### src/rtl/line_edit_buffer_assert.svh
// Assertion macros used by the line editor RTL.
`ifndef LINE_EDIT_BUFFER_ASSERT_SVH
`define LINE_EDIT_BUFFER_ASSERT_SVH

// Same-cycle implication, checked on every rising edge outside reset.
`define LEB_ASSERT_NOW(lbl, ante, cons, msg) \
  lbl: assert property (@(posedge clk) disable iff (rst) (ante) |-> (cons)) else $error(msg);

// Next-cycle implication, checked on every rising edge outside reset.
`define LEB_ASSERT_NEXT(lbl, ante, cons, msg) \
  lbl: assert property (@(posedge clk) disable iff (rst) (ante) |=> (cons)) else $error(msg);

`endif

### src/rtl/lebuf_pkg.sv
// Shared constants, key codes and result type of the line editor.
`timescale 1ns / 1ps
`default_nettype none

package lebuf_pkg;

  // line store geometry
  localparam int LINE_DEPTH = 32;
  localparam int ADDR_W     = $clog2(LINE_DEPTH);
  localparam int CHAR_W     = 8;
  localparam int CNT_W      = 6;

  // most characters the store can hold, as a count value
  localparam logic [CNT_W-1:0] LIM_CAP = CNT_W'((LINE_DEPTH < 63) ? LINE_DEPTH : 63);

  // limit register reset
  localparam logic [CNT_W-1:0] LIMIT_RESET = 6'd19;

  // plain key codes
  localparam logic [CHAR_W-1:0] KEY_CTRL_C   = 8'd3;
  localparam logic [CHAR_W-1:0] KEY_BS       = 8'd8;
  localparam logic [CHAR_W-1:0] KEY_ENTER    = 8'd13;
  localparam logic [CHAR_W-1:0] KEY_EXT      = 8'd224;
  localparam logic [CHAR_W-1:0] KEY_PRINT_LO = 8'd32;
  localparam logic [CHAR_W-1:0] KEY_PRINT_HI = 8'd254;
  localparam logic [CHAR_W-1:0] CHAR_SPACE   = 8'h20;

  // extended key codes (after the prefix)
  localparam logic [CHAR_W-1:0] XKEY_DEL   = 8'd83;
  localparam logic [CHAR_W-1:0] XKEY_LEFT  = 8'd75;
  localparam logic [CHAR_W-1:0] XKEY_RIGHT = 8'd77;
  localparam logic [CHAR_W-1:0] XKEY_WLEFT = 8'd115;
  localparam logic [CHAR_W-1:0] XKEY_WRGT  = 8'd116;

  // one result item
  typedef struct packed {
    logic [CHAR_W-1:0] line_char;
    logic              is_line_char;
    logic              line_done;
    logic [CNT_W-1:0]  line_length;
    logic [CNT_W-1:0]  cur_col;
    logic              accepted;
    logic              last;
  } res_t;

endpackage

`default_nettype wire

### src/rtl/lebuf_ram.sv
// Simple dual-port RAM, one write and one registered read port.
`timescale 1ns / 1ps
`default_nettype none

module lebuf_ram #(
  parameter int DEPTH = 32,
  parameter int WIDTH = 8,
  localparam int AW = (DEPTH > 1) ? $clog2(DEPTH) : 1
) (
  input  wire logic             clk,
  input  wire logic             we,
  input  wire logic [AW-1:0]    waddr,
  input  wire logic [WIDTH-1:0] wdata,
  input  wire logic             re,
  input  wire logic [AW-1:0]    raddr,
  output logic      [WIDTH-1:0] rdata
);

  logic [WIDTH-1:0] mem [DEPTH];

  // write port
  always_ff @(posedge clk) begin
    if (we) begin
      mem[waddr] <= wdata;
    end
  end

  // read port; data holds while re is low
  always_ff @(posedge clk) begin
    if (re) begin
      rdata <= mem[raddr];
    end
  end

endmodule

`default_nettype wire

### src/rtl/lebuf_ctrl.sv
// Edit sequencer: key decode, shift loops, word scans and line readout.
`timescale 1ns / 1ps
`default_nettype none

`include "line_edit_buffer_assert.svh"

module lebuf_ctrl (
  input  wire logic                        clk,
  input  wire logic                        rst,
  input  wire logic                        cfg_we,
  input  wire logic [lebuf_pkg::CNT_W-1:0] cfg_data,
  input  wire logic                        key_valid,
  output logic                             key_ready,
  input  wire logic [lebuf_pkg::CHAR_W-1:0] key_code,
  output logic                             res_valid,
  input  wire logic                        res_ready,
  output lebuf_pkg::res_t                  res
);

  localparam int AW = lebuf_pkg::ADDR_W;
  localparam int CW = lebuf_pkg::CNT_W;

  typedef enum logic [8:0] {
    S_IDLE      = 9'b000000001,
    S_INS_SHIFT = 9'b000000010,
    S_INS_PUT   = 9'b000000100,
    S_DEL_SHIFT = 9'b000001000,
    S_WLEFT     = 9'b000010000,
    S_WRIGHT    = 9'b000100000,
    S_ENT_RD    = 9'b001000000,
    S_ENT_OUT   = 9'b010000000,
    S_STATUS    = 9'b100000000
  } state_t;

  state_t state, state_next;

  logic [CW-1:0]                   count, count_next;
  logic [CW-1:0]                   cursor, cursor_next;
  logic                            ext_pend, ext_pend_next;
  logic [CW-1:0]                   line_limit;
  logic [CW-1:0]                   idx, idx_next;
  logic [CW-1:0]                   chk_addr, chk_addr_next;
  logic                            chk_pend, chk_pend_next;
  logic                            wb_pend, wb_pend_next;
  logic [AW-1:0]                   wb_addr, wb_addr_next;
  logic [lebuf_pkg::CHAR_W-1:0]    key_q, key_q_next;
  logic                            acc, acc_next;
  logic                            done_q, done_q_next;

  logic [CW-1:0]                   lim;
  logic                            key_fire;
  logic                            ent_last;

  logic                            ram_we;
  logic [AW-1:0]                   ram_waddr;
  logic [lebuf_pkg::CHAR_W-1:0]    ram_wdata;
  logic                            ram_re;
  logic [AW-1:0]                   ram_raddr;
  logic [lebuf_pkg::CHAR_W-1:0]    ram_rdata;

  // line store
  lebuf_ram #(
    .DEPTH(lebuf_pkg::LINE_DEPTH),
    .WIDTH(lebuf_pkg::CHAR_W)
  ) u_store (
    .clk  (clk),
    .we   (ram_we),
    .waddr(ram_waddr),
    .wdata(ram_wdata),
    .re   (ram_re),
    .raddr(ram_raddr),
    .rdata(ram_rdata)
  );

  assign key_ready = (state == S_IDLE);
  assign key_fire  = key_valid && key_ready;
  assign lim       = (line_limit < lebuf_pkg::LIM_CAP) ? line_limit : lebuf_pkg::LIM_CAP;
  assign ent_last  = ((idx + 6'd1) == count);

  // write port: pending shift write-back, or the new character
  always_comb begin
    ram_we    = wb_pend || (state == S_INS_PUT);
    ram_waddr = (state == S_INS_PUT) ? cursor[AW-1:0] : wb_addr;
    ram_wdata = (state == S_INS_PUT) ? key_q : ram_rdata;
  end

  // sequencer next state and read port
  always_comb begin
    state_next    = state;
    count_next    = count;
    cursor_next   = cursor;
    ext_pend_next = ext_pend;
    idx_next      = idx;
    chk_addr_next = chk_addr;
    chk_pend_next = chk_pend;
    wb_pend_next  = 1'b0;
    wb_addr_next  = wb_addr;
    key_q_next    = key_q;
    acc_next      = acc;
    done_q_next   = done_q;
    ram_re        = 1'b0;
    ram_raddr     = idx[AW-1:0];

    unique case (state)
      S_IDLE: begin
        if (key_fire) begin
          key_q_next    = key_code;
          acc_next      = 1'b0;
          done_q_next   = 1'b0;
          chk_pend_next = 1'b0;
          state_next    = S_STATUS;
          if (ext_pend) begin
            ext_pend_next = 1'b0;
            unique case (key_code)
              lebuf_pkg::XKEY_DEL: begin
                if (cursor < count) begin
                  idx_next   = cursor + 6'd1;
                  acc_next   = 1'b1;
                  state_next = S_DEL_SHIFT;
                end
              end
              lebuf_pkg::XKEY_LEFT: begin
                if (cursor != '0) begin
                  cursor_next = cursor - 6'd1;
                  acc_next    = 1'b1;
                end
              end
              lebuf_pkg::XKEY_RIGHT: begin
                if (cursor < count) begin
                  cursor_next = cursor + 6'd1;
                  acc_next    = 1'b1;
                end
              end
              lebuf_pkg::XKEY_WLEFT: begin
                if (cursor == 6'd1) begin
                  cursor_next = '0;
                  acc_next    = 1'b1;
                end else if (cursor != '0) begin
                  idx_next   = cursor - 6'd2;
                  acc_next   = 1'b1;
                  state_next = S_WLEFT;
                end
              end
              lebuf_pkg::XKEY_WRGT: begin
                if ((cursor + 6'd1) == count) begin
                  cursor_next = count;
                  acc_next    = 1'b1;
                end else if (cursor < count) begin
                  idx_next   = cursor + 6'd1;
                  acc_next   = 1'b1;
                  state_next = S_WRIGHT;
                end
              end
              default: begin
              end
            endcase
          end else begin
            unique case (key_code)
              lebuf_pkg::KEY_EXT: begin
                ext_pend_next = 1'b1;
              end
              lebuf_pkg::KEY_CTRL_C: begin
                acc_next    = (count != '0) || (cursor != '0);
                count_next  = '0;
                cursor_next = '0;
              end
              lebuf_pkg::KEY_BS: begin
                if (cursor != '0) begin
                  cursor_next = cursor - 6'd1;
                  idx_next    = cursor;
                  acc_next    = 1'b1;
                  state_next  = S_DEL_SHIFT;
                end
              end
              lebuf_pkg::KEY_ENTER: begin
                acc_next = 1'b1;
                if (count == '0) begin
                  done_q_next = 1'b1;
                end else begin
                  idx_next   = '0;
                  state_next = S_ENT_RD;
                end
              end
              default: begin
                if (key_code >= lebuf_pkg::KEY_PRINT_LO &&
                    key_code <= lebuf_pkg::KEY_PRINT_HI && count < lim) begin
                  idx_next   = count;
                  acc_next   = 1'b1;
                  state_next = S_INS_SHIFT;
                end
              end
            endcase
          end
        end
      end

      // move entries up one place, from the end down to the cursor
      S_INS_SHIFT: begin
        if (idx > cursor) begin
          ram_re       = 1'b1;
          ram_raddr    = idx[AW-1:0] - 1'b1;
          wb_pend_next = 1'b1;
          wb_addr_next = idx[AW-1:0];
          idx_next     = idx - 6'd1;
        end else begin
          state_next = S_INS_PUT;
        end
      end

      S_INS_PUT: begin
        count_next  = count + 6'd1;
        cursor_next = cursor + 6'd1;
        state_next  = S_STATUS;
      end

      // move entries down one place, from the gap up to the end
      S_DEL_SHIFT: begin
        if (idx < count) begin
          ram_re       = 1'b1;
          ram_raddr    = idx[AW-1:0];
          wb_pend_next = 1'b1;
          wb_addr_next = idx[AW-1:0] - 1'b1;
          idx_next     = idx + 6'd1;
        end else begin
          count_next = count - 6'd1;
          state_next = S_STATUS;
        end
      end

      // scan down for a space before the new cursor
      S_WLEFT: begin
        if (chk_pend && ram_rdata == lebuf_pkg::CHAR_SPACE) begin
          cursor_next = chk_addr + 6'd1;
          state_next  = S_STATUS;
        end else if (chk_pend && chk_addr == '0) begin
          cursor_next = '0;
          state_next  = S_STATUS;
        end else begin
          ram_re        = 1'b1;
          ram_raddr     = idx[AW-1:0];
          chk_addr_next = idx;
          chk_pend_next = 1'b1;
          idx_next      = idx - 6'd1;
        end
      end

      // scan up for a space under the new cursor
      S_WRIGHT: begin
        if (chk_pend && ram_rdata == lebuf_pkg::CHAR_SPACE) begin
          cursor_next = chk_addr;
          state_next  = S_STATUS;
        end else if (chk_pend && (chk_addr + 6'd1) == count) begin
          cursor_next = count;
          state_next  = S_STATUS;
        end else begin
          ram_re        = 1'b1;
          ram_raddr     = idx[AW-1:0];
          chk_addr_next = idx;
          chk_pend_next = 1'b1;
          idx_next      = idx + 6'd1;
        end
      end

      // line readout, one character per result
      S_ENT_RD: begin
        ram_re     = 1'b1;
        ram_raddr  = idx[AW-1:0];
        state_next = S_ENT_OUT;
      end

      S_ENT_OUT: begin
        if (res_ready) begin
          if (ent_last) begin
            count_next  = '0;
            cursor_next = '0;
            state_next  = S_IDLE;
          end else begin
            idx_next   = idx + 6'd1;
            state_next = S_ENT_RD;
          end
        end
      end

      S_STATUS: begin
        if (res_ready) begin
          state_next = S_IDLE;
        end
      end

      default: begin
        state_next = S_IDLE;
      end
    endcase
  end

  // result item
  always_comb begin
    res_valid        = (state == S_STATUS) || (state == S_ENT_OUT);
    res.line_char    = (state == S_ENT_OUT) ? ram_rdata : '0;
    res.is_line_char = (state == S_ENT_OUT);
    res.line_done    = (state == S_ENT_OUT) || done_q;
    res.line_length  = ((state == S_ENT_OUT) || done_q) ? '0 : count;
    res.cur_col      = ((state == S_ENT_OUT) || done_q) ? '0 : cursor;
    res.accepted     = (state == S_ENT_OUT) ? 1'b1 : acc;
    res.last         = (state == S_ENT_OUT) ? ent_last : 1'b1;
  end

  // control registers
  always_ff @(posedge clk) begin
    if (rst) begin
      state    <= S_IDLE;
      count    <= '0;
      cursor   <= '0;
      ext_pend <= 1'b0;
      chk_pend <= 1'b0;
      wb_pend  <= 1'b0;
      done_q   <= 1'b0;
    end else begin
      state    <= state_next;
      count    <= count_next;
      cursor   <= cursor_next;
      ext_pend <= ext_pend_next;
      chk_pend <= chk_pend_next;
      wb_pend  <= wb_pend_next;
      done_q   <= done_q_next;
    end
  end

  // limit register
  always_ff @(posedge clk) begin
    if (rst) begin
      line_limit <= lebuf_pkg::LIMIT_RESET;
    end else if (cfg_we) begin
      line_limit <= cfg_data;
    end
  end

  // datapath registers
  always_ff @(posedge clk) begin
    idx      <= idx_next;
    chk_addr <= chk_addr_next;
    wb_addr  <= wb_addr_next;
    key_q    <= key_q_next;
    acc      <= acc_next;
  end

  // checks
  `LEB_ASSERT_NOW(a_cursor_in_line, state == S_IDLE, cursor <= count,
    "cursor beyond end of line")
  `LEB_ASSERT_NOW(a_no_rw_clash, ram_we && ram_re, ram_waddr != ram_raddr,
    "store read and written at the same entry")
  `LEB_ASSERT_NEXT(a_insert_grows, state == S_INS_PUT,
    state == S_STATUS && count == $past(count) + 6'd1,
    "insert did not grow the line by one")
  `LEB_ASSERT_NEXT(a_enter_clears, state == S_ENT_OUT && res_ready && ent_last,
    state == S_IDLE && count == '0 && cursor == '0,
    "line not cleared after readout")

endmodule

`default_nettype wire

### src/rtl/line_edit_buffer.sv
// Line editor top level: key stream in, status and line stream out.
// A status item goes through the sequencer state and the output register to m_axis;
//   insert shifts each character after the cursor up and then writes the new one,
//   delete shifts the tail down, word moves scan the line and Enter reads it out one
//   character per result. A new key is taken only while the sequencer is idle.
// Reset empties the line, clears the prefix flag and sets the limit to 19.
`timescale 1ns / 1ps
`default_nettype none

module line_edit_buffer (
  input  wire logic        clk,
  input  wire logic        rst,
  input  wire logic        cfg_we,
  input  wire logic [5:0]  cfg_data,       // line_limit
  input  wire logic        s_axis_tvalid,
  output logic             s_axis_tready,
  input  wire logic [7:0]  s_axis_tdata,   // [7:0] key_code
  output logic             m_axis_tvalid,
  input  wire logic        m_axis_tready,
  output logic [23:0]      m_axis_tdata,   // [7:0] line_char, [13:8] line_length,
                                           // [19:14] cur_col, [20] accepted, rest 0
  output logic [7:0]       m_axis_tuser,   // [0] is_line_char, [1] line_done, rest 0
  output logic             m_axis_tlast    // last
);

  logic            res_valid;
  logic            res_ready;
  lebuf_pkg::res_t res;

  logic            out_valid;
  lebuf_pkg::res_t out_res;

  lebuf_ctrl u_ctrl (
    .clk      (clk),
    .rst      (rst),
    .cfg_we   (cfg_we),
    .cfg_data (cfg_data),
    .key_valid(s_axis_tvalid),
    .key_ready(s_axis_tready),
    .key_code (s_axis_tdata),
    .res_valid(res_valid),
    .res_ready(res_ready),
    .res      (res)
  );

  // output register, refilled in the cycle it empties
  assign res_ready = !out_valid || m_axis_tready;

  always_ff @(posedge clk) begin
    if (rst) begin
      out_valid <= 1'b0;
    end else if (res_ready) begin
      out_valid <= res_valid;
    end
  end

  always_ff @(posedge clk) begin
    if (res_ready && res_valid) begin
      out_res <= res;
    end
  end

  // stream packing
  assign m_axis_tvalid = out_valid;
  assign m_axis_tdata  = {3'b000, out_res.accepted, out_res.cur_col,
                          out_res.line_length, out_res.line_char};
  assign m_axis_tuser  = {6'b000000, out_res.line_done, out_res.is_line_char};
  assign m_axis_tlast  = out_res.last;

endmodule

`default_nettype wire
### config.mk
export PLATFORM = sky130hd
export DESIGN_NAME = line_edit_buffer
export DESIGN_NICKNAME = d
export VERILOG_FILES = /design/src/rtl/lebuf_pkg.sv /design/src/rtl/lebuf_ram.sv /design/src/rtl/lebuf_ctrl.sv /design/src/rtl/line_edit_buffer.sv
export VERILOG_INCLUDE_DIRS = /design/src /design/src/rtl
export SDC_FILE = /design/constraint.sdc
export NUM_CORES = 1
export LEC_CHECK = 0
export BUFFER_PORTS_ARGS = -buffer_cell sky130_fd_sc_hd__buf_2
export CAP_MARGIN = 10
export CORE_ASPECT_RATIO = 1.4
export CORE_UTILIZATION = 45
export DETAILED_ROUTE_END_ITERATION = 8
export GPL_ROUTABILITY_DRIVEN = 0
export HOLD_SLACK_MARGIN = 0.02
export PLACE_DENSITY = 0.71
export REMOVE_ABC_BUFFERS = 1
export SYNTH_ARGS = -nofsm -noshare
export SYNTH_HDL_FRONTEND = slang
export SYNTH_SLANG_ARGS = --single-unit
### constraint.sdc
create_clock -name clk -period 7.2 [get_ports clk]
set_input_delay 0.72 -clock clk [delete_from_list [all_inputs] [get_ports clk]]
set_output_delay 0.72 -clock clk [all_outputs]
set_load 0.01 [all_outputs]
# ---- Word level (Yosys, flattened, before mapping)
# Memory sizes are Yosys's and may differ from the RTL's. A register that Yosys moved wholly into a read port is not among the register bits.
# Cells that the tools add are included.
dict set report classes {
  shifts 0
  multipliers 0
  order_cmp 7
  mux 104
  n_bitwise 0
  n_eq_ne 53
  n_reduce_logical 33
  add_sub_neg 9
  n_div 0
}
# op n
set ops {}
lappend ops {{two-way mux 6 bit} 38}
lappend ops {{two-way mux 9 bit} 18}
lappend ops {{one-hot mux 9 bit (9 select lines)} 1}
lappend ops {{one-hot mux 9 bit (3 select lines)} 2}
lappend ops {{one-hot mux 6 bit (4 select lines)} 2}
lappend ops {{== test 8 x 7 -> 1 bit (second input constant)} 5}
lappend ops {{!= test 4 bit (second input constant)} 9}
lappend ops {{one-hot mux 6 bit (3 select lines)} 2}
lappend ops {{one-hot mux 6 bit (6 select lines)} 1}
lappend ops {{one-hot mux 6 bit (5 select lines)} 1}
lappend ops {{two-way mux 5 bit} 5}
lappend ops {{adder 6 x 1 -> 6 bit (second input constant)} 4}
lappend ops {{two-way mux 1 bit} 24}
lappend ops {{!= test 2 bit (second input constant)} 12}
lappend ops {{one-hot mux 6 bit (2 select lines)} 2}
lappend ops {{== test 6 bit} 3}
lappend ops {{< comparator 6 bit} 3}
lappend ops {{AND reduction 18 bit} 1}
lappend ops {{nonzero test 6 bit} 3}
lappend ops {{subtractor 6 x 1 -> 6 bit (second input constant)} 3}
lappend ops {{== test 8 x 4 -> 1 bit (second input constant)} 2}
lappend ops {{AND reduction 7 bit} 2}
lappend ops {{logical NOT 6 bit} 2}
lappend ops {{AND reduction 11 bit} 1}
lappend ops {{other kinds (43)} 60}
dict set report word_totals {
  elab_cells 228
  reg_bits 82
  latchBits 0
  out_inout_bits 35
  mem_bits_rw 256
  n_memories 1
  rom_bits 0
}
# memory words width read_ports rd_clocked_by_memory_dff wr line
set mem_list {}
lappend mem_list {u_ctrl.u_store.mem 32 8 1 1 1 lebuf_ram.sv:19} ;# logic [WIDTH-1:0] mem [DEPTH];

# ---- Longest topological paths before layout
# Gate-level depths: netlist of the first run.
dict set report depth {
  ltp_word 9
  ltp_mapped 15
  ltp_nobuf 13
}

# ---- Modules after synthesis
# From an unflattened synthesis of the first run, not the netlist that was laid out.
dict set report hier_totals {
  cells_unflattened 1114
  area_unflattened_um2 16465.8
}
# module cells_each n_inst area_per_inst_um2
set by_module_without_submodules {}
lappend by_module_without_submodules {lebuf_ram 417 1 10133.5}
lappend by_module_without_submodules {lebuf_ctrl 658 1 5485.3}
lappend by_module_without_submodules {line_edit_buffer 39 1 847.1}

# ---- Worst setup path before layout of the first run
# Ideal clock, no wire load.
dict set report synth_timing {
  path_kind {register to register}
  from {register u_ctrl.idx[0]}
  to {register u_ctrl.u_store.rdata[6] (read register of u_ctrl.u_store.mem) (data pin)}
  arrival_time_ns 3.399
  slack_ns 3.530
  n_path_buf 5
  path_stages_with_launch 14
  required_ns 6.928
  setup_ns 0.272
  path_cell_list {edfxtp_1 -> clkbuf_1 -> clkinv_1 -> clkbuf_1 -> ha_1 -> clkbuf_1 -> clkbuf_1 -> buf_1 -> mux2i_1 -> nand2_1 -> o2111ai_1 -> a211oi_1 -> o41ai_1 -> nand3_1}
}
dict set report synth_between {
  elab_chain_len 3
  elab_cells_between_ends 8
}
# item line
set synth_lines {}
lappend synth_lines {{start, declared} lebuf_ctrl.sv:41} ;# logic [CW-1:0] idx, idx_next;
lappend synth_lines {{start signal, assigned} lebuf_ctrl.sv:340} ;# idx <= idx_next;
lappend synth_lines {{< comparator 6 bit (tied with other cells)} lebuf_ctrl.sv:218} ;# if (idx < count) begin
lappend synth_lines {{two-way mux 1 bit (tied with other cells)} lebuf_ctrl.sv:218}
lappend synth_lines {{one-hot mux 1 bit (5 select lines) or two-way mux 5 bit (tied branches)} n/a}
lappend synth_lines {{end, declared} lebuf_ram.sv:16} ;# output logic [WIDTH-1:0] rdata
# Parallel ways exist; a longest one is shown, timed or not.
# A chain may end at the register's enable or synchronous reset.

# ---- Worst setup path after layout of the first run
dict set report layout_timing {
  from {register u_ctrl.cursor[3]}
  to {register u_ctrl.u_store.rdata[6] (read register of u_ctrl.u_store.mem) (data pin)}
}
dict set report layout_between {
  elab_chain_len 3
  elab_cells_between_ends 5
}
# item line
set layout_lines {}
lappend layout_lines {{start, declared} lebuf_ctrl.sv:38} ;# logic [CW-1:0] cursor, cursor_next;
lappend layout_lines {{start signal, assigned} lebuf_ctrl.sv:321} ;# cursor <= cursor_next;
lappend layout_lines {{> comparator 6 bit (*)} lebuf_ctrl.sv:199} ;# if (idx > cursor) begin
lappend layout_lines {{two-way mux 1 bit or two-way mux 5 bit (tied branches)} lebuf_ctrl.sv:199}
lappend layout_lines {{one-hot mux 1 bit (5 select lines) or two-way mux 5 bit (tied branches)} n/a}
# Every way passes the cells marked *; elsewhere a longest branch is shown, timed or not.

==> key figures, run 1 <==
Run status
  – Status: complete, no violations

Clock network
  – CTS Buffer Depth: 3
  – Post-CTS Resized: 0
  – Insertion delay to the later sink of the worst-skew pair: around 0.55 ns
  – H-tree depth: 2
  – Hold_buf cts: 0
  – CTS tree: done
  – Clock Sink Count: around 350
  – CTS Buf Count: 34
  – Root buffer cell: clkbuf_16
  – Clk pin slew, worst setup/hold paths: approximately 0.07 ns
  – Setup bufs post-CTS: 0

Setup path
  – Critical path origin: u_ctrl.cursor[3]$_SDFFE_PP0P_
  – Crit path arrival time: 5.23 ns
  – Reg2reg setup slack: about 2.2 ns
  – CP Max Fanout: 24
  – Reg2reg end: u_ctrl.u_store.rdata[6]$_DFFE_PP_
  – Critical path type: reg2reg
  – Startpoint type of the worst setup path: flop
  – Worst Setup EP: u_ctrl.u_store.rdata[6]$_DFFE_PP_
  – Reg2reg start: u_ctrl.cursor[3]$_SDFFE_PP0P_
  – Cells on worst reg2reg path: 11
  – CP Data Required Time: roughly 7.4 ns
  – CP endpoint kind: flop

Drt
  – Avg WL per Cell: ~24 um
  – Final WL: roughly 50,000 um
  – Met3 WL post-DR: around 4000 um
  – Detailed Routing Iterations Pass 1: 6
  – DR iter-0 viols: roughly 1,500
  – Highest metal used: met4
  – Routed Antenna Nets: 0
  – DR vias/cell: roughly 6.2
  – Met1 WL: roughly 18,000 um
  – Detailed-route DRC error count: 0
  – Vias: 13,100
  – Met2 WL post-DR: approximately 25,000 um

STA
  – Setup ws final: 2.19 ns
  – Final worst-path cycle share: a little over two thirds
  – Fmax: around 0.20 GHz
  – Clock Skew: approximately 0.02 ns
  – Setup violators final: 0
  – Max-slew violations: 0
  – Max-slew headroom: roughly an eighth
  – Fin crit period: about 5 ns
  – Fin. Hold Viols: 0
  – Slew @ Worst Pin: between 1 and 1.5 ns
  – Worst hold margin: between 0.3 and 0.4 ns
  – RSZ-0062 raised after global routing: false

Synthesis
  – Post-synth design cell area: roughly 18,000 sq um
  – Compound-Gate Fraction of Synth Area: about a tenth
  – Post-Synth Adder-Cell Area: around 2.7%
  – #FFs+latches synth: roughly 350
  – Post-Synthesis Cells: about 1,500
  – Top-area cell type share of the netlist area: between 50% and 60%
  – Synth warn: 0
  – Number of synthesized flops with an enable pin: roughly 310
  – Syn_area_per_cell: ~12 sq um
  – Asr flop ratio synth: 0%
  – Post-Synth XOR/XNOR Area: under 10%
  – Synth Area in Simple Gates: approximately 15%
  – Largest family of logic cells by synthesized area: simple AND/OR/NAND/NOR gates
  – Synth Flop Type: edfxtp_1
  – Yosys cell types: between 80 and 90
  – Area leader, netlist: edfxtp_1
  – Post-synthesis sequential area ratio: a little under three fifths
  – Post-synthesis mux area share: between 10% and 20%
  – Synth top area cells: edfxtp_1 (52%), mux2i_1 (6.7%), nand2_1 (4.2%), dfxtp_1 (3.5%), mux4_2 (3.4%)

Pwr
  – Pleak: between 7 and 8 nW
  – Pwr Total: roughly 0.0069 W
  – Worst vdd ir: 0.000252 V
  – P per Cell Area: roughly 340 nW/um^2

Layout
  – Layout cells sized above 1: about an eighth
  – Layout net count: ~1,600
  – Combined area of the multi-input logic cells: 7530 sq um
  – Most used cells in the layout excluding fill and tap cells: edfxtp_1 (314), nand2_1 (205), mux2i_1 (121)
  – Area delta synth->final: 10.7%
  – Commonest non-fill, non-tap cell in the layout: edfxtp_1
  – Sequential Area: slightly above 10,000 sq um
  – Util after Layout: between 50% and 60%
  – Fillers: approximately 3,400
  – Fin cells: ~2,100
  – Ant. Diodes: 0

Floorplan
  – Core Area: 39,500 sq um
  – Die height: between 200 and 250 um
  – Die W: 172 um
  – Initial Util: a little under half
  – Row count: 86
  – IO Pins: 54
  – Die area: between 40,000 and 50,000 sq um

GRT
  – Total global routing overflow: 0
  – Vias in the first global route: approximately 13,000
  – Largest net degree at the start of global routing: between 60 and 70
  – Gr usage total: 24.6%
  – Initial antenna violation count: 0
  – First-pass GRT wire length: between 70,000 and 80,000 um

Place
  – IO buf count: 44
  – DP Cell Count: just over 2,000
  – Setup Slack @ Placement: between 2 and 2.5 ns
  – Hpwl dp: between 30,000 and 40,000 um

Worst hold path
  – HP Start: cfg_data[0]
  – Hold crit path type: in2reg

Flow run
  – Number of max-cap violations: 0
[routing by layer]
layer / up-vias / GRT usage, %
met5: - / 0
met4: 0 / 15.4
met3: 175 / 3.77
met2: 724 / 41.8
met1: 6359 / 29.0
li1: 5878 / -
[power breakdown]
| part | internal, W | switching [W] | total, W |
|---|---|---|---|
| clock | 0.00116 | 0.000776 | 0.00194 |
| sequential | 0.00234 | 0.0000973 | 0.00244 |
| combinational | 0.000968 | 0.00156 | 0.00253 |
[state kept, by name, indices dropped and copies added (netlist names)]
signal	cells
m_axis_tuser	2
u_ctrl.u_store.mem	256
u_ctrl.u_store.rdata	8
u_ctrl.cursor	6
u_ctrl.idx	6
u_ctrl.ext_pend	1
u_ctrl.wb_addr	5
m_axis_tvalid	1
u_ctrl.acc	1
u_ctrl.chk_pend	1
m_axis_tlast	1
u_ctrl.count	6
u_ctrl.state	9
u_ctrl.done_q	1
u_ctrl.line_limit	6
u_ctrl.wb_pend	1
m_axis_tdata	21
u_ctrl.chk_addr	6
u_ctrl.key_q	8
[stage by stage]
step / setup TNS [ns] / instance area [sq um]
after CTS: 0 / 20000
after global placement: 0 / 18800
final: 0 / 20100
after global routing: 0 / 20100
after floorplan: -17.70 / 17700
after detailed placement: 0 / 18800
[synthesized netlist by cell type (5+ instances only)]
master     number
or4_1           5
buf_4          11
or2_2           8
clkbuf_1       61
a211oi_1       12
o221a_2        11
edfxtp_1      314
nand4_1        19
nand3_1        65
a311oi_1       10
and3_1         11
mux2i_1       121
ha_1           37
dfxtp_1        32
nand2_1       205
a221oi_1       12
a22oi_1         6
a21oi_1        55
or3_1          21
o22ai_1        10
o21ai_0        42
nand2b_1        9
a31oi_1        21
o21a_1          5
o2111ai_1      11
buf_1          10
a32oi_1         9
inv_1          21
nor2_1         98
xnor2_1        34
nor3_1         35
a21o_1          9
xor2_1          8
a211o_1         6
nor4_1         11
and2_1         17
a2111oi_0       7
o211ai_1       10
nor2b_1        12
buf_2          23
xnor3_1         7
mux4_2         27
[cell families after synthesis]
kind of cell | count (synthesis)
buf+inv | 134
flops | 346
mux | 152
compound gates | 264
simple gates | 550
other cells | 1
xor+xnor | 51
fa+ha+maj | 38
[critical path, stage by stage, from the launching register on]
cell and delay, ns:
dfxtp_1 0.72, inv_1 0.18, ha_1 0.35, a21oi_1 0.18, o21ai_0 0.19, o211ai_1 0.22
buf_4 0.39, nand2_1 0.49, o221a_2 0.45, o211a_1 0.25, o41ai_1 1.10, nand3_1 0.15
[worst min path at each step]
stage                     cells past startpoint  slack [ns]                           endpoint
final                                         2        0.40  u_ctrl.line_limit[0]$_SDFFE_PP1P_
after global routing                          2        0.40  u_ctrl.line_limit[0]$_SDFFE_PP1P_
after CTS                                     2        0.39  u_ctrl.line_limit[0]$_SDFFE_PP1P_
after detailed placement                      2        0.48         u_ctrl.done_q$_SDFFE_PP0P_
after global placement                        2        0.47         u_ctrl.done_q$_SDFFE_PP0P_
after floorplan                               2        0.46         u_ctrl.done_q$_SDFFE_PP0P_
[layout make-up]
cell class	count	share of cell area [%]
inverters	27	0.505
well taps	528	3.29
multi-input cells	1064	37.5
flip-flops and latches	346	50.2
clock inverters	23	1.60
repair buffers	75	2.36
clock buffers	39	4.49
No activity file was read; power rests on OpenSTA's default activity.
==> inputs of run 2 (changes only) <==
ABC_AREA = 1   (was not set)
clock period = 5.07 ns   (was 7.2 ns; I/O delays follow)
==> run 2 against run 1 <==
Sequential power increased by 51%. Clock-buffer cell count increased by 3. Routed wire length decreased by 1.5%. First-iteration DRC count decreased by 1.7%. Synthesized cell count increased by 30%. Synthesized area decreased by 1.9%. Hold slack got worse by 0.20 ns. Highest routed layer unchanged. Maximum frequency increased by 28%. Critical path depth increased by 5. Via count increased by 6.8%.
==> key figures, run 2 <==
Clock network
  – Clock Sink Count: about 350
  – Clk pin slew, worst setup/hold paths: about 0.070 ns
  – Insertion delay to the later sink of the worst-skew pair: approximately 0.53 ns
  – CTS Buf Count: 34
  – Root buffer cell: clkbuf_16
  – CTS tree: done
  – Hold_buf cts: 0
  – Post-CTS Resized: 0
  – CTS Buffer Depth: 3
  – Setup bufs post-CTS: 0
  – H-tree depth: 2

Setup path
  – Reg2reg start: u_ctrl.cursor[4]$_SDFFE_PP0P_
  – Cells on worst reg2reg path: 16
  – CP endpoint kind: flop
  – Critical path type: reg2reg
  – Startpoint type of the worst setup path: flop
  – Crit path arrival time: approximately 4.2 ns
  – CP Max Fanout: between 60 and 70
  – CP Data Required Time: approximately 5.4 ns
  – Reg2reg end: u_ctrl.u_store.rdata[0]$_DFFE_PP_
  – Reg2reg setup slack: between 1 and 1.5 ns

Synthesis
  – Synth top area cells: edfxtp_1 (53%), nand3_1 (9.2%), nand2_1 (9.2%), inv_1 (7.5%), dfxtp_1 (3.6%)
  – Area leader, netlist: edfxtp_1
  – Synth warn: 0
  – Synth Flop Type: edfxtp_1
  – Post-synthesis sequential area ratio: a little under three fifths
  – Asr flop ratio synth: 0%
  – Top-area cell type share of the netlist area: a little over half
  – Count leader, synth: nand2_1
  – Most frequent cells after synthesis: nand2_1 (434), inv_1 (355), nand3_1 (327), edfxtp_1 (314), nor2_1 (144)
  – #FFs+latches synth: between 300 and 400
  – Number of synthesized flops with an enable pin: between 300 and 400
  – Syn_area_per_cell: 8.94 sq um
  – Post-Synthesis Cells: 1,990
  – Post-synth design cell area: 17,800 sq um
  – Yosys cell types: 50

Drt
  – Final WL: around 49,000 um
  – Vias: ~14,000
  – Detailed Routing Iterations Pass 1: 5
  – DR iter-0 viols: roughly 1,500
  – DR vias/cell: approximately 5.5
  – Detailed-route DRC error count: 0
  – Avg WL per Cell: a little under 20 um
  – Routed Antenna Nets: 0

Layout
  – Most used cells in the layout excluding fill and tap cells: nand2_1 (434), inv_1 (355), nand3_1 (327)
  – Layout net count: 2,075
  – Commonest non-fill, non-tap cell in the layout: nand2_1
  – Fillers: roughly 3,600
  – Util after Layout: between 50% and 60%
  – Largest Register: u_ctrl.u_store.mem
  – Max reg flops: 256
  – Ant. Diodes: 0
  – Area delta synth->final: 10.0%
  – Layout cells sized above 1: 7.45%

STA
  – Max-slew headroom: 21.2%
  – RSZ-0062 raised after global routing: false
  – Fin crit period: between 3 and 4 ns
  – Setup violators final: 0
  – Slew @ Worst Pin: 1.18 ns
  – Fmax: around 0.25 GHz
  – Post-Route Setup TNS: 0 ns
  – Clock Skew: 0.0281 ns
  – Final worst-path cycle share: 77.4%
  – Worst hold margin: slightly below 0.2 ns
  – Max-slew violations: 0
  – Fin. Hold Viols: 0

Worst hold path
  – Hold Crit Depth: 3
  – Hold crit path type: in2reg
  – Min-Delay Endpoint: u_ctrl.line_limit[0]$_SDFFE_PP1P_
  – HP Start: cfg_data[0]

GRT
  – Initial antenna violation count: 0
  – Largest net degree at the start of global routing: 65
  – Vias in the first global route: between 10,000 and 15,000
  – Total global routing overflow: 0
  – First-pass GRT wire length: ~76,000 um
  – Gr usage total: approximately a quarter

Flow run
  – Number of max-cap violations: 0

Floorplan
  – Core Area: approximately 39,000 sq um
  – IO Pins: 54
  – Die W: between 150 and 200 um
  – Die height: between 200 and 250 um
  – Initial Util: 45.9%
  – Row count: 85
  – Die area: 40,300 sq um

Place
  – Hpwl dp: 33,500 um
  – IO buf count: 44

Run status
  – Status: complete, no violations

Pwr
  – Pleak: 8.54 nW
  – P per Cell Area: 529 nW/um^2
  – Worst vdd ir: ~0.00026 V
run 2: layer usage:
| metal | track usage, % | vias to the layer above | share of wire [%] |
|---|---|---|---|
| li1 | - | 6564 | - |
| met5 | 0 | - | 0 |
| met2 | 44.6 | 670 | 52 |
| met3 | 3.15 | 189 | 6.2 |
| met1 | 27.7 | 6604 | 36 |
| met4 | 14.6 | 0 | 6.2 |
run 2: logic make-up (layout without fill, tap and decap cells):
family          Yosys count  after routing  synth area share, %
simple gates            999            999                 25.0
buf+inv                 444            486                 9.84
flops                   346            346                 56.6
compound gates          133            133                 4.34
fa+ha+maj                38             38                 2.72
xor+xnor                 29             29                 1.43
other cells               1              9               0.0211
run 2: where the power goes:
part,leakage [nW],total [W],switching (W),internal (W)
combinational,4.92,0.00420,0.00301,0.00120
clock,0.522,0.00247,0.00107,0.00139
sequential,3.10,0.00369,0.000205,0.00348
run 2: cell type report:
cell class	count	area [sq um]	area share, %
Sequential cell	346	10100	51.5
Multi-Input combinational cell	1208	6030	30.8
Inverter	365	1370	7.00
Clock buffer	42	922	4.71
Tap cell	522	653	3.34
Timing Repair Buffer	63	388	1.98
Clock inverter	16	134	0.684
run 2: worst max-delay path: stages (launching register included):
cell and delay, ns:
dfxtp_1 0.46, clkinv_1 0.27, ha_1 0.35, nand2_1 0.06, nor2_1 0.14, nand2_1 0.07, nand3_1 0.20, nand4_2 0.43
nand2_2 0.64, buf_12 0.34, nand2_1 0.10, nand3_1 0.10, nand3_1 0.15, nand3_1 0.12, nand2_1 0.08, nand2_1 0.07
nand2_1 0.06
run 2: stage by stage:
stage / worst slack [ns] / cells / total power, W / area (sq um)
after floorplan: 0.598 / 1919 / 0.00644 / 17400
after global routing: 0.834 / 2562 / 0.0109 / 19600
after global placement: 1.36 / 2504 / 0.00781 / 18500
final: 1.14 / 2562 / 0.0104 / 19600
after CTS: 1.18 / 2562 / 0.0103 / 19600
after detailed placement: 1.15 / 2504 / 0.00788 / 18500
run 2: how the worst max path moves through the flow:
stage | start | endpoint | depth (start not counted)
4_1_cts | u_ctrl.cursor[4]$_SDFFE_PP0P_ | u_ctrl.u_store.rdata[0]$_DFFE_PP_ | 16
6_report | u_ctrl.cursor[4]$_SDFFE_PP0P_ | u_ctrl.u_store.rdata[0]$_DFFE_PP_ | 16
3_3_place_gp | u_ctrl.cursor[4]$_SDFFE_PP0P_ | u_ctrl.u_store.rdata[0]$_DFFE_PP_ | 16
3_5_place_dp | u_ctrl.cursor[4]$_SDFFE_PP0P_ | u_ctrl.u_store.rdata[0]$_DFFE_PP_ | 16
2_1_floorplan | u_ctrl.cursor[4]$_SDFFE_PP0P_ | u_ctrl.u_store.rdata[0]$_DFFE_PP_ | 15
5_1_grt | u_ctrl.cursor[4]$_SDFFE_PP0P_ | u_ctrl.u_store.rdata[1]$_DFFE_PP_ | 16
